[src/hw/rtl/lqfl_pkg.sv]
// Shared types and codes for the linked-list queue with free-list allocator.
`default_nettype none
package lqfl_pkg;

    typedef enum logic {
        S_IDLE,
        S_EXEC
    } state_t;

    localparam logic MODE_ENQ = 1'b0;
    localparam logic MODE_DEQ = 1'b1;

    localparam logic [1:0] STAT_OK    = 2'd0;
    localparam logic [1:0] STAT_FULL  = 2'd1;
    localparam logic [1:0] STAT_EMPTY = 2'd2;

endpackage
`default_nettype wire

[src/hw/rtl/linked_queue_on_free_list.sv]
// Byte FIFO kept as a linked list in a node store, with a free-list allocator.
//
// Usage:
//   A request (mode, data_in) is taken at a rising edge with start high and
//   busy low. mode 0 appends data_in; mode 1 removes the front element.
//   Each request gives one result: done is high for exactly one cycle with
//   status, data_out, is_empty and is_full valid in that same cycle.
//   done is registered from the S_EXEC state that follows the accepting edge.
//   No request is taken while busy; busy is high for the one cycle
//   in which the link read from the node store is applied and written back.
//   A new request may be taken in the cycle in which done is high.
//   The receiver cannot stall; results are not held beyond their cycle.
//   Reset: the queue is empty and every node is free. No clearing pass is
//   run; links of nodes never handed out are derived from a fill counter,
//   so the block takes requests in the first cycle after reset.
//   status: 0 done, 1 append dropped because no node is free,
//   2 removal from an empty queue. data_out is 0 unless a removal succeeds.
`default_nettype none
module linked_queue_on_free_list
    import lqfl_pkg::*;
#(
    parameter int NODE_COUNT = 8
) (
    input  wire logic       clk,
    input  wire logic       rst_n,
    input  wire logic       start,
    output logic            busy,
    input  wire logic       mode,
    input  wire logic [7:0] data_in,
    output logic            done,
    output logic [1:0]      status,
    output logic [7:0]      data_out,
    output logic            is_empty,
    output logic            is_full
);

    localparam int IDX_W = (NODE_COUNT > 1) ? $clog2(NODE_COUNT) : 1;
    localparam int CNT_W = $clog2(NODE_COUNT + 1);

    logic [IDX_W:0] next_mem [NODE_COUNT];
    logic [7:0]     value_mem [NODE_COUNT];

    state_t         state_reg, state_next;
    logic           done_reg, done_next;

    logic             free_vld_reg, free_vld_next;
    logic [IDX_W-1:0] free_idx_reg, free_idx_next;
    logic             qhead_vld_reg, qhead_vld_next;
    logic [IDX_W-1:0] qhead_idx_reg, qhead_idx_next;
    logic             qtail_vld_reg, qtail_vld_next;
    logic [IDX_W-1:0] qtail_idx_reg, qtail_idx_next;
    logic [CNT_W-1:0] fresh_reg, fresh_next;

    logic             op_mode_reg;
    logic [7:0]       op_data_reg;
    logic             op_ok_reg;
    logic [IDX_W-1:0] addr_reg;
    logic             fresh_hit_reg;
    logic [IDX_W:0]   next_rd_reg;
    logic [7:0]       value_rd_reg;

    logic [1:0]       status_reg, status_next;
    logic [7:0]       data_out_reg, data_out_next;
    logic             is_empty_reg, is_empty_next;
    logic             is_full_reg, is_full_next;

    logic             accept;
    logic [IDX_W-1:0] rd_addr;
    logic             link_vld;
    logic [IDX_W-1:0] link_idx;
    logic             next_we;
    logic [IDX_W-1:0] next_wa;
    logic [IDX_W:0]   next_wd;
    logic             value_we;
    logic             exec;

    assign busy     = (state_reg == S_EXEC);
    assign accept   = start && !busy;
    assign exec     = (state_reg == S_EXEC);
    assign rd_addr  = (mode == MODE_DEQ) ? qhead_idx_reg : free_idx_reg;
    assign done     = done_reg;
    assign status   = status_reg;
    assign data_out = data_out_reg;
    assign is_empty = is_empty_reg;
    assign is_full  = is_full_reg;

    always_ff @(posedge clk or negedge rst_n)
    begin
        if (!rst_n)
        begin
            state_reg     <= S_IDLE;
            done_reg      <= 1'b0;
            free_vld_reg  <= 1'b1;
            free_idx_reg  <= IDX_W'(NODE_COUNT - 1);
            qhead_vld_reg <= 1'b0;
            qhead_idx_reg <= '0;
            qtail_vld_reg <= 1'b0;
            qtail_idx_reg <= '0;
            fresh_reg     <= CNT_W'(NODE_COUNT);
        end
        else
        begin
            state_reg     <= state_next;
            done_reg      <= done_next;
            free_vld_reg  <= free_vld_next;
            free_idx_reg  <= free_idx_next;
            qhead_vld_reg <= qhead_vld_next;
            qhead_idx_reg <= qhead_idx_next;
            qtail_vld_reg <= qtail_vld_next;
            qtail_idx_reg <= qtail_idx_next;
            fresh_reg     <= fresh_next;
        end
    end

    always_comb
    begin
        state_next = state_reg;
        done_next  = 1'b0;
        case (state_reg)
            S_IDLE:
            begin
                if (accept)
                begin
                    state_next = S_EXEC;
                end
            end
            S_EXEC:
            begin
                state_next = S_IDLE;
                done_next  = 1'b1;
            end
            default:
            begin
                state_next = S_IDLE;
            end
        endcase
    end

    // Capture the request and read the node store.
    always_ff @(posedge clk)
    begin
        if (accept)
        begin
            op_mode_reg   <= mode;
            op_data_reg   <= data_in;
            op_ok_reg     <= (mode == MODE_DEQ) ? qhead_vld_reg : free_vld_reg;
            addr_reg      <= rd_addr;
            fresh_hit_reg <= CNT_W'(rd_addr) < fresh_reg;
            next_rd_reg   <= next_mem[rd_addr];
            value_rd_reg  <= value_mem[rd_addr];
        end
        if (next_we)
        begin
            next_mem[next_wa] <= next_wd;
        end
        if (value_we)
        begin
            value_mem[addr_reg] <= op_data_reg;
        end
        if (exec)
        begin
            status_reg   <= status_next;
            data_out_reg <= data_out_next;
            is_empty_reg <= is_empty_next;
            is_full_reg  <= is_full_next;
        end
    end

    // Derive links of untouched nodes from the fill counter.
    always_comb
    begin
        if (fresh_hit_reg)
        begin
            link_vld = (addr_reg != '0);
            link_idx = addr_reg - IDX_W'(1);
        end
        else
        begin
            link_vld = next_rd_reg[IDX_W];
            link_idx = next_rd_reg[IDX_W-1:0];
        end
    end

    always_comb
    begin
        free_vld_next  = free_vld_reg;
        free_idx_next  = free_idx_reg;
        qhead_vld_next = qhead_vld_reg;
        qhead_idx_next = qhead_idx_reg;
        qtail_vld_next = qtail_vld_reg;
        qtail_idx_next = qtail_idx_reg;
        fresh_next     = fresh_reg;
        next_we        = 1'b0;
        next_wa        = addr_reg;
        next_wd        = {free_vld_reg, free_idx_reg};
        value_we       = 1'b0;
        status_next    = STAT_OK;
        data_out_next  = 8'd0;
        is_empty_next  = !qhead_vld_reg;
        is_full_next   = !free_vld_reg;
        if (exec)
        begin
            if (op_mode_reg == MODE_ENQ)
            begin
                if (op_ok_reg)
                begin
                    free_vld_next = link_vld;
                    free_idx_next = link_idx;
                    value_we      = 1'b1;
                    if (fresh_hit_reg)
                    begin
                        fresh_next = fresh_reg - CNT_W'(1);
                    end
                    if (qhead_vld_reg && qtail_vld_reg)
                    begin
                        next_we = 1'b1;
                        next_wa = qtail_idx_reg;
                        next_wd = {1'b1, addr_reg};
                    end
                    else
                    begin
                        qhead_vld_next = 1'b1;
                        qhead_idx_next = addr_reg;
                    end
                    qtail_vld_next = 1'b1;
                    qtail_idx_next = addr_reg;
                    is_empty_next  = 1'b0;
                    is_full_next   = !link_vld;
                end
                else
                begin
                    status_next  = STAT_FULL;
                    is_full_next = 1'b1;
                end
            end
            else
            begin
                if (op_ok_reg)
                begin
                    data_out_next = value_rd_reg;
                    next_we       = 1'b1;
                    free_vld_next = 1'b1;
                    free_idx_next = addr_reg;
                    is_full_next  = 1'b0;
                    if (addr_reg == qtail_idx_reg)
                    begin
                        qhead_vld_next = 1'b0;
                        qtail_vld_next = 1'b0;
                        is_empty_next  = 1'b1;
                    end
                    else
                    begin
                        qhead_idx_next = link_idx;
                        is_empty_next  = 1'b0;
                    end
                end
                else
                begin
                    status_next   = STAT_EMPTY;
                    is_empty_next = 1'b1;
                end
            end
        end
    end

`ifndef SYNTH
    assert property (@(posedge clk) disable iff (!rst_n)
        done |-> $past(state_reg == S_EXEC))
        else $error("result without a request in progress");

    assert property (@(posedge clk) disable iff (!rst_n)
        qhead_vld_reg == qtail_vld_reg)
        else $error("queue head and tail disagree on emptiness");

    assert property (@(posedge clk) disable iff (!rst_n)
        !free_vld_reg |-> (fresh_reg == '0))
        else $error("free list empty while untouched nodes remain");

    assert property (@(posedge clk) disable iff (!rst_n)
        done && (status == STAT_EMPTY) |-> is_empty && (data_out == 8'd0))
        else $error("empty removal reported inconsistently");
`endif

endmodule
`default_nettype wire

[config.mk]
export PLATFORM = sky130hd
export DESIGN_NAME = linked_queue_on_free_list
export DESIGN_NICKNAME = d
export VERILOG_FILES = /design/src/hw/rtl/lqfl_pkg.sv /design/src/hw/rtl/linked_queue_on_free_list.sv
export SDC_FILE = /design/constraint.sdc
export NUM_CORES = 1
export LEC_CHECK = 0
export BUFFER_PORTS_ARGS = -buffer_cell sky130_fd_sc_hd__buf_4
export CAP_MARGIN = 10
export CORE_ASPECT_RATIO = 1.4
export CORE_MARGIN = 5
export CORE_UTILIZATION = 66
export DETAILED_ROUTE_END_ITERATION = 6
export GPL_TIMING_DRIVEN = 0
export PLACE_DENSITY = 0.87
export SLEW_MARGIN = 20
export SYNTH_ARGS = -nofsm -noshare
export SYNTH_HDL_FRONTEND = slang
export SYNTH_SLANG_ARGS = --single-unit
[constraint.sdc]
create_clock -name clk -period 4.05 [get_ports clk]
set_clock_uncertainty 0.15 [all_clocks]
set_input_delay 0.2025 -clock clk [delete_from_list [all_inputs] [get_ports clk]]
set_output_delay 0.2025 -clock clk [all_outputs]
set_load 0.05 [all_outputs]
# After elaboration in Yosys (flattened, before gate mapping)

Memories as Yosys holds them, arrays and structs flattened. A register that Yosys moved wholly into a read port is not among the register bits.
Cells that the tools add are included.

$add $sub $neg: 2
$lt $le $gt $ge: 1
Equality and inequality tests: 4
Mux-type cells: 53
Bitwise gates (word level): 2
Reductions and logical operators: 14

Operators by type and width:

| operator                                                                | count |
|---|---|
| 3-bit two-way mux                                                       | 14 |
| 1-bit two-way mux                                                       | 32 |
| 4-bit two-way mux                                                       | 4 |
| 4-bit AND reduction                                                     | 3 |
| 3-bit AND reduction                                                     | 2 |
| 1-bit logical NOT                                                       | 4 |
| 3-bit by 4-bit less-than comparator with 1-bit output                   | 1 |
| 2-bit two-way mux                                                       | 2 |
| 2-bit inequality test, second input constant                            | 2 |
| 2-bit AND reduction                                                     | 2 |
| 4-bit by 1-bit subtractor with 4-bit output, second input constant      | 1 |
| 3-bit == test                                                           | 1 |
| 3-bit nonzero test                                                      | 1 |
| 3-bit by 1-bit subtractor with 3-bit output, second input constant      | 1 |
| 1-bit logical AND                                                       | 2 |
| 2-bit by 1-bit inequality test with 1-bit output, second input constant | 1 |
| 1-bit NOT                                                               | 2 |
| 1-bit one-hot mux with 2 select lines                                   | 1 |

Bits in registers: 44
Memory bits (writable): 96
Input port bits: 12
Output and inout bits: 14
Word-level logic and storage cells: 96
Memories: 2

Memories:

| memory    | words | width | read ports | clocked after Yosys merged registers in | write ports | line                            | source |
|---|---|---|---|---|---|---|---|
| value_mem | 8     | 8     | 1          | 1                                       | 1           | linked_queue_on_free_list.sv:41 | `logic [7:0] value_mem [NODE_COUNT];` |
| next_mem  | 8     | 4     | 1          | 1                                       | 1           | linked_queue_on_free_list.sv:40 | `logic [IDX_W:0] next_mem [NODE_COUNT];` |

# Logic depth before layout (Yosys ltp)

Depth in word-level cells: 7
Mapped depth: 7
Depth with buffers taken out: 6

# Least setup slack after synthesis

Ideal clock, no wire load.

Path kind: reg2reg
From: register state_reg, in the netlist busy
To: register addr_reg[0] (enable)
Setup time: 0.413 ns
Data arrival time: 2.224 ns
Required time: 3.487 ns
Setup slack: 1.263 ns
Cell stages (with the launch flop): 3
Buffers on the path: 1
Clock period less this slack: 2.787 ns
Cells stage by stage: dfrtp_1 buf_2 nor2b_1

Longest elaborated chain between the ends: 2

RTL lines:

| what                     | line                             | source |
|---|---|---|
| start: declaration       | linked_queue_on_free_list.sv:43  | `state_t state_reg, state_next;` |
| start signal: assignment | linked_queue_on_free_list.sv:103 | `state_reg <= state_next;` |
| 1-bit logical NOT        | linked_queue_on_free_list.sv:78  | `assign accept = start && !busy;` |
| 1-bit logical AND        | linked_queue_on_free_list.sv:78  |  |
| net accept               | linked_queue_on_free_list.sv:67  | `logic accept;` |
| end signal: assignment   | linked_queue_on_free_list.sv:147 | `addr_reg <= rd_addr;` |
| end: declaration         | linked_queue_on_free_list.sv:57  | `logic [IDX_W-1:0] addr_reg;` |

The timed path passes the listed nets, and every way through them passes these cells.
A chain may end at the register's enable or synchronous reset.

# Worst setup path after layout

From: register state_reg, in the netlist busy
To: memory value_mem[5][3] (enable)

Longest elaborated chain between the ends: 3

RTL lines:

| what                                    | line                             | source |
|---|---|---|
| 1-bit two-way mux                       | linked_queue_on_free_list.sv:201 | `if (exec)` |
| 1-bit two-way mux                       | linked_queue_on_free_list.sv:156 | `if (value_we)` |
| 1-bit two-way mux (implied by the code) | linked_queue_on_free_list.sv:158 | `value_mem[addr_reg] <= op_data_reg;` |
| end: declaration                        | linked_queue_on_free_list.sv:41  |  |

Every way passes these cells.

==> impl_metrics.tcl <==
set metrics [dict create \
    synth_largest_area_cell "edfxtp_1" \
    fillCellCount 497 \
    htreeDepth 4 \
    stdcell_area_um2 7468 \
    num_antenna_cells 0 \
    path_cells "buf_2, and3b_1, buf_2, nand2_1, nor2_1" \
    synth_cell_types 46 \
    drv_cap 0 \
    initial_core_util_pct 67.47 \
    cts_buffer_depth 2 \
    clock-sinks 152 \
    rows 42 \
    cpPeakStageDelay_ns 0.77 \
    crit_path_end_kind "register" \
    synth_async_sr_flop_share_pct 11.84 \
    crit_required_ns 3.95 \
    track_usage_pct 26.06 \
    fin_util_pct 78.96 \
    layout-drive-gt1-share_pct 19.72 \
    port_buffers 25 \
    outcome "completed" \
    grt_pass1_wl_um 22400 \
    synth.most_common_cell "edfxtp_1" \
    grt_max_degree 19 \
    root_buffer "clkbuf_16" \
    synth_fp_nets 456 \
    areaGrowthSynthToFinish_pct 17.02 \
    ir_drop_mv 0.4606 \
    die_y_um 126.4 \
    drt-initial-drc-count 583 \
    grt_pass1_vias 4152 \
    whs_ns 0.03639 \
    cts_setup_buffers 0 \
    period_share_pct 69.62 \
    regMostFlops "value_mem" \
    finalHoldViolCount 0 \
    reg.largest.list "value_mem: 64 flops, next_mem: 32 flops" \
    antenna_found_initial 0 \
    wire_per_inst_um 23.37 \
    p_leak_nw 2.785 \
    cts.clk_slew.worst_paths_ns 0.06 \
    die_area_um2 11760 \
    largest_reg_flops 64 \
    gp_congestion 0.8993 \
    fin_cells 617 \
    rsz0062_at_grt "no" \
    routed_wl_um 14420 \
    worstPathMaxFanout 15 \
    worstPathArrival_ns 2.72 \
    numPlacedInstances 575 \
    synth_ff_type "edfxtp_1" \
    ctsResizeCount 0 \
    fmax_mhz 354.6 \
    netlist.area_leader.share_pct 63.05 \
    ant_nets 0 \
    die_width_um 93.11 \
    cpMostUsedCell "buf_2" \
    nets 511 \
    drt_first_pass_iters 6 \
    synth_commonest_cells "edfxtp_1 (134), nor2_1 (45), mux2i_1 (34)" \
    overflow 0 \
    max_slew_margin_pct 35.58 \
    postPlaceCellArea_um2 6763 \
    clock_latency_ns 0.43 \
    hp-class "input pin to asynchronous set/reset pin" \
    period_needed_ns 2.820 \
    multi_input_area_um2 1719 \
    synth.area.top_cells "edfxtp_1 (63%), mux2i_1 (5.3%), dfrtp_1 (5.1%), nor2_1 (2.6%), dfstp_2 (2.1%)" \
    critical_path_class "register to register" \
    cts_tree "yes" \
    drv_slew 0 \
    setup_viol 0 \
    core-area_um2 9459 \
    startpoint_type "register" \
    seq_area_um2 4481 \
    worst_pin_slew_ns 0.9628 \
    dp_hpwl_um 9093 \
    syn_area_um2 6382 \
    synth_edf_count 134 \
    num_vias 4136 \
    via_per_inst 6.703 \
    synth_seq_cells 152 \
    finalSetupTns_ns 0 \
    drc 0 \
    pin_count 26 \
    syn-instance-count 439 \
    cpMaxStageDelayCell "nor2_1" \
    synth-seq-area-share_pct 70.20 \
    cts_buffers 17 \
    powerDensity_nw_per_um2 670.7 \
    ys_warn_count 0 \
    syn_area_per_cell_um2 14.54 \
]
what timing repair did:
item / CTS / global route
hold buffers: 10 / 0
endpoints found under the setup margin: 0 / 0
hold endpoints to repair: 27 / 0
cell families (layout without fill, tap and decap cells):
family,Yosys count,after routing,share of synthesized area [%]
XOR/XNOR,7,7,0.9606
flip-flops,152,152,70.20
buffers and inverters,40,108,3.293
AO/OA/AOI/OAI,91,91,10.29
multiplexers,42,42,6.744
AND/OR/NAND/NOR,102,102,7.528
adder cells (fa/ha/maj),5,5,0.9802
area by class of cell:
type	count	share of cell area (%)
flip-flops and latches	152	59.99
multi-input cells	247	23.02
clock buffers	17	5.696
repair buffers	36	4.222
clock inverters	15	2.412
plain buffers	28	2.211
well taps	110	1.843
inverters	12	0.6031
cells in the final DEF (no fill, tap or decap), types with 3 or more instances in the layout:
| cell type | synthesis | layout |
|---|---|---|
| o21ai_0 | 22 | 22 |
| inv_1 | 12 | 12 |
| and3_1 | 10 | 10 |
| a21oi_1 | 5 | 5 |
| nand2b_1 | 5 | 5 |
| o22ai_1 | 12 | 12 |
| nand2_1 | 21 | 21 |
| ha_1 | 5 | 5 |
| buf_4 | 7 | 32 |
| clkinv_8 | 0 | 3 |
| a21boi_0 | 5 | 5 |
| nor3_2 | 0 | 4 |
| dlygate4sd3_1 | 0 | 10 |
| buf_6 | 3 | 3 |
| a21boi_1 | 7 | 7 |
| nor2_1 | 45 | 45 |
| xnor2_1 | 3 | 3 |
| clkbuf_16 | 0 | 17 |
| mux2_2 | 6 | 6 |
| a222oi_1 | 12 | 12 |
| o32ai_1 | 13 | 13 |
| dfstp_2 | 5 | 5 |
| clkbuf_1 | 8 | 8 |
| mux2i_1 | 34 | 34 |
| inv_6 | 0 | 4 |
| o21bai_1 | 3 | 3 |
| dfrtp_1 | 13 | 13 |
| edfxtp_1 | 134 | 134 |
| nand3_1 | 5 | 5 |
| inv_8 | 0 | 4 |
| xor2_1 | 4 | 4 |
| buf_2 | 9 | 9 |
final timing paths:
| check | from | to | slack [ns] | cells after the start |
|---|---|---|---|---|
| setup / recovery | busy$_DFF_PN0_ | value_mem[5][3]$_DFFE_PP_ | 1.23 | 5 |
| max in group asynchronous | rst_n | free_idx_reg[0]$_DFFE_PN1P_ | 3.45 | 2 |
| hold reg to reg | fresh_reg[2]$_DFFE_PN0P_ | fresh_reg[2]$_DFFE_PN0P_ | 0.36 | 1 |
| setup reg to reg | busy$_DFF_PN0_ | value_mem[5][3]$_DFFE_PP_ | 1.23 | 5 |
| hold / removal | rst_n | qhead_idx_reg[1]$_DFFE_PN0P_ | 0.04 | 2 |
| min in group clk | start | next_rd_reg[0]$_DFFE_PP_ | 0.11 | 2 |
worst max-delay path: cells and delay by family (launching register included):
family	cells	cell delay [ns]
buffers and inverters	2	0.51
flip-flops	1	0.66
AND/OR/NAND/NOR	3	1.12
stage by stage:
stage	worst slack [ns]	power, mW
floorplan	1.263	2.990
global placement	0.6166	3.319
detailed placement	1.258	3.390
CTS	1.229	4.966
global route	1.084	5.194
finish	1.230	5.009
routing by layer:
| metal | vias up | share of wire, % | track usage, % |
|---|---|---|---|
| met1 | 1977 | 35 | 31.62 |
| met2 | 308 | 50 | 42.30 |
| li1 | 1796 | - | - |
| met4 | 0 | 4.9 | 16.65 |
| met5 | - | 0 | 0 |
| met3 | 55 | 10 | 5.450 |
power breakdown:
group	switching [mW]	internal (mW)
combinational	0.853	0.492
sequential	0.124	1.97
clock	0.689	0.883
Power figures use the tool's default switching activity.
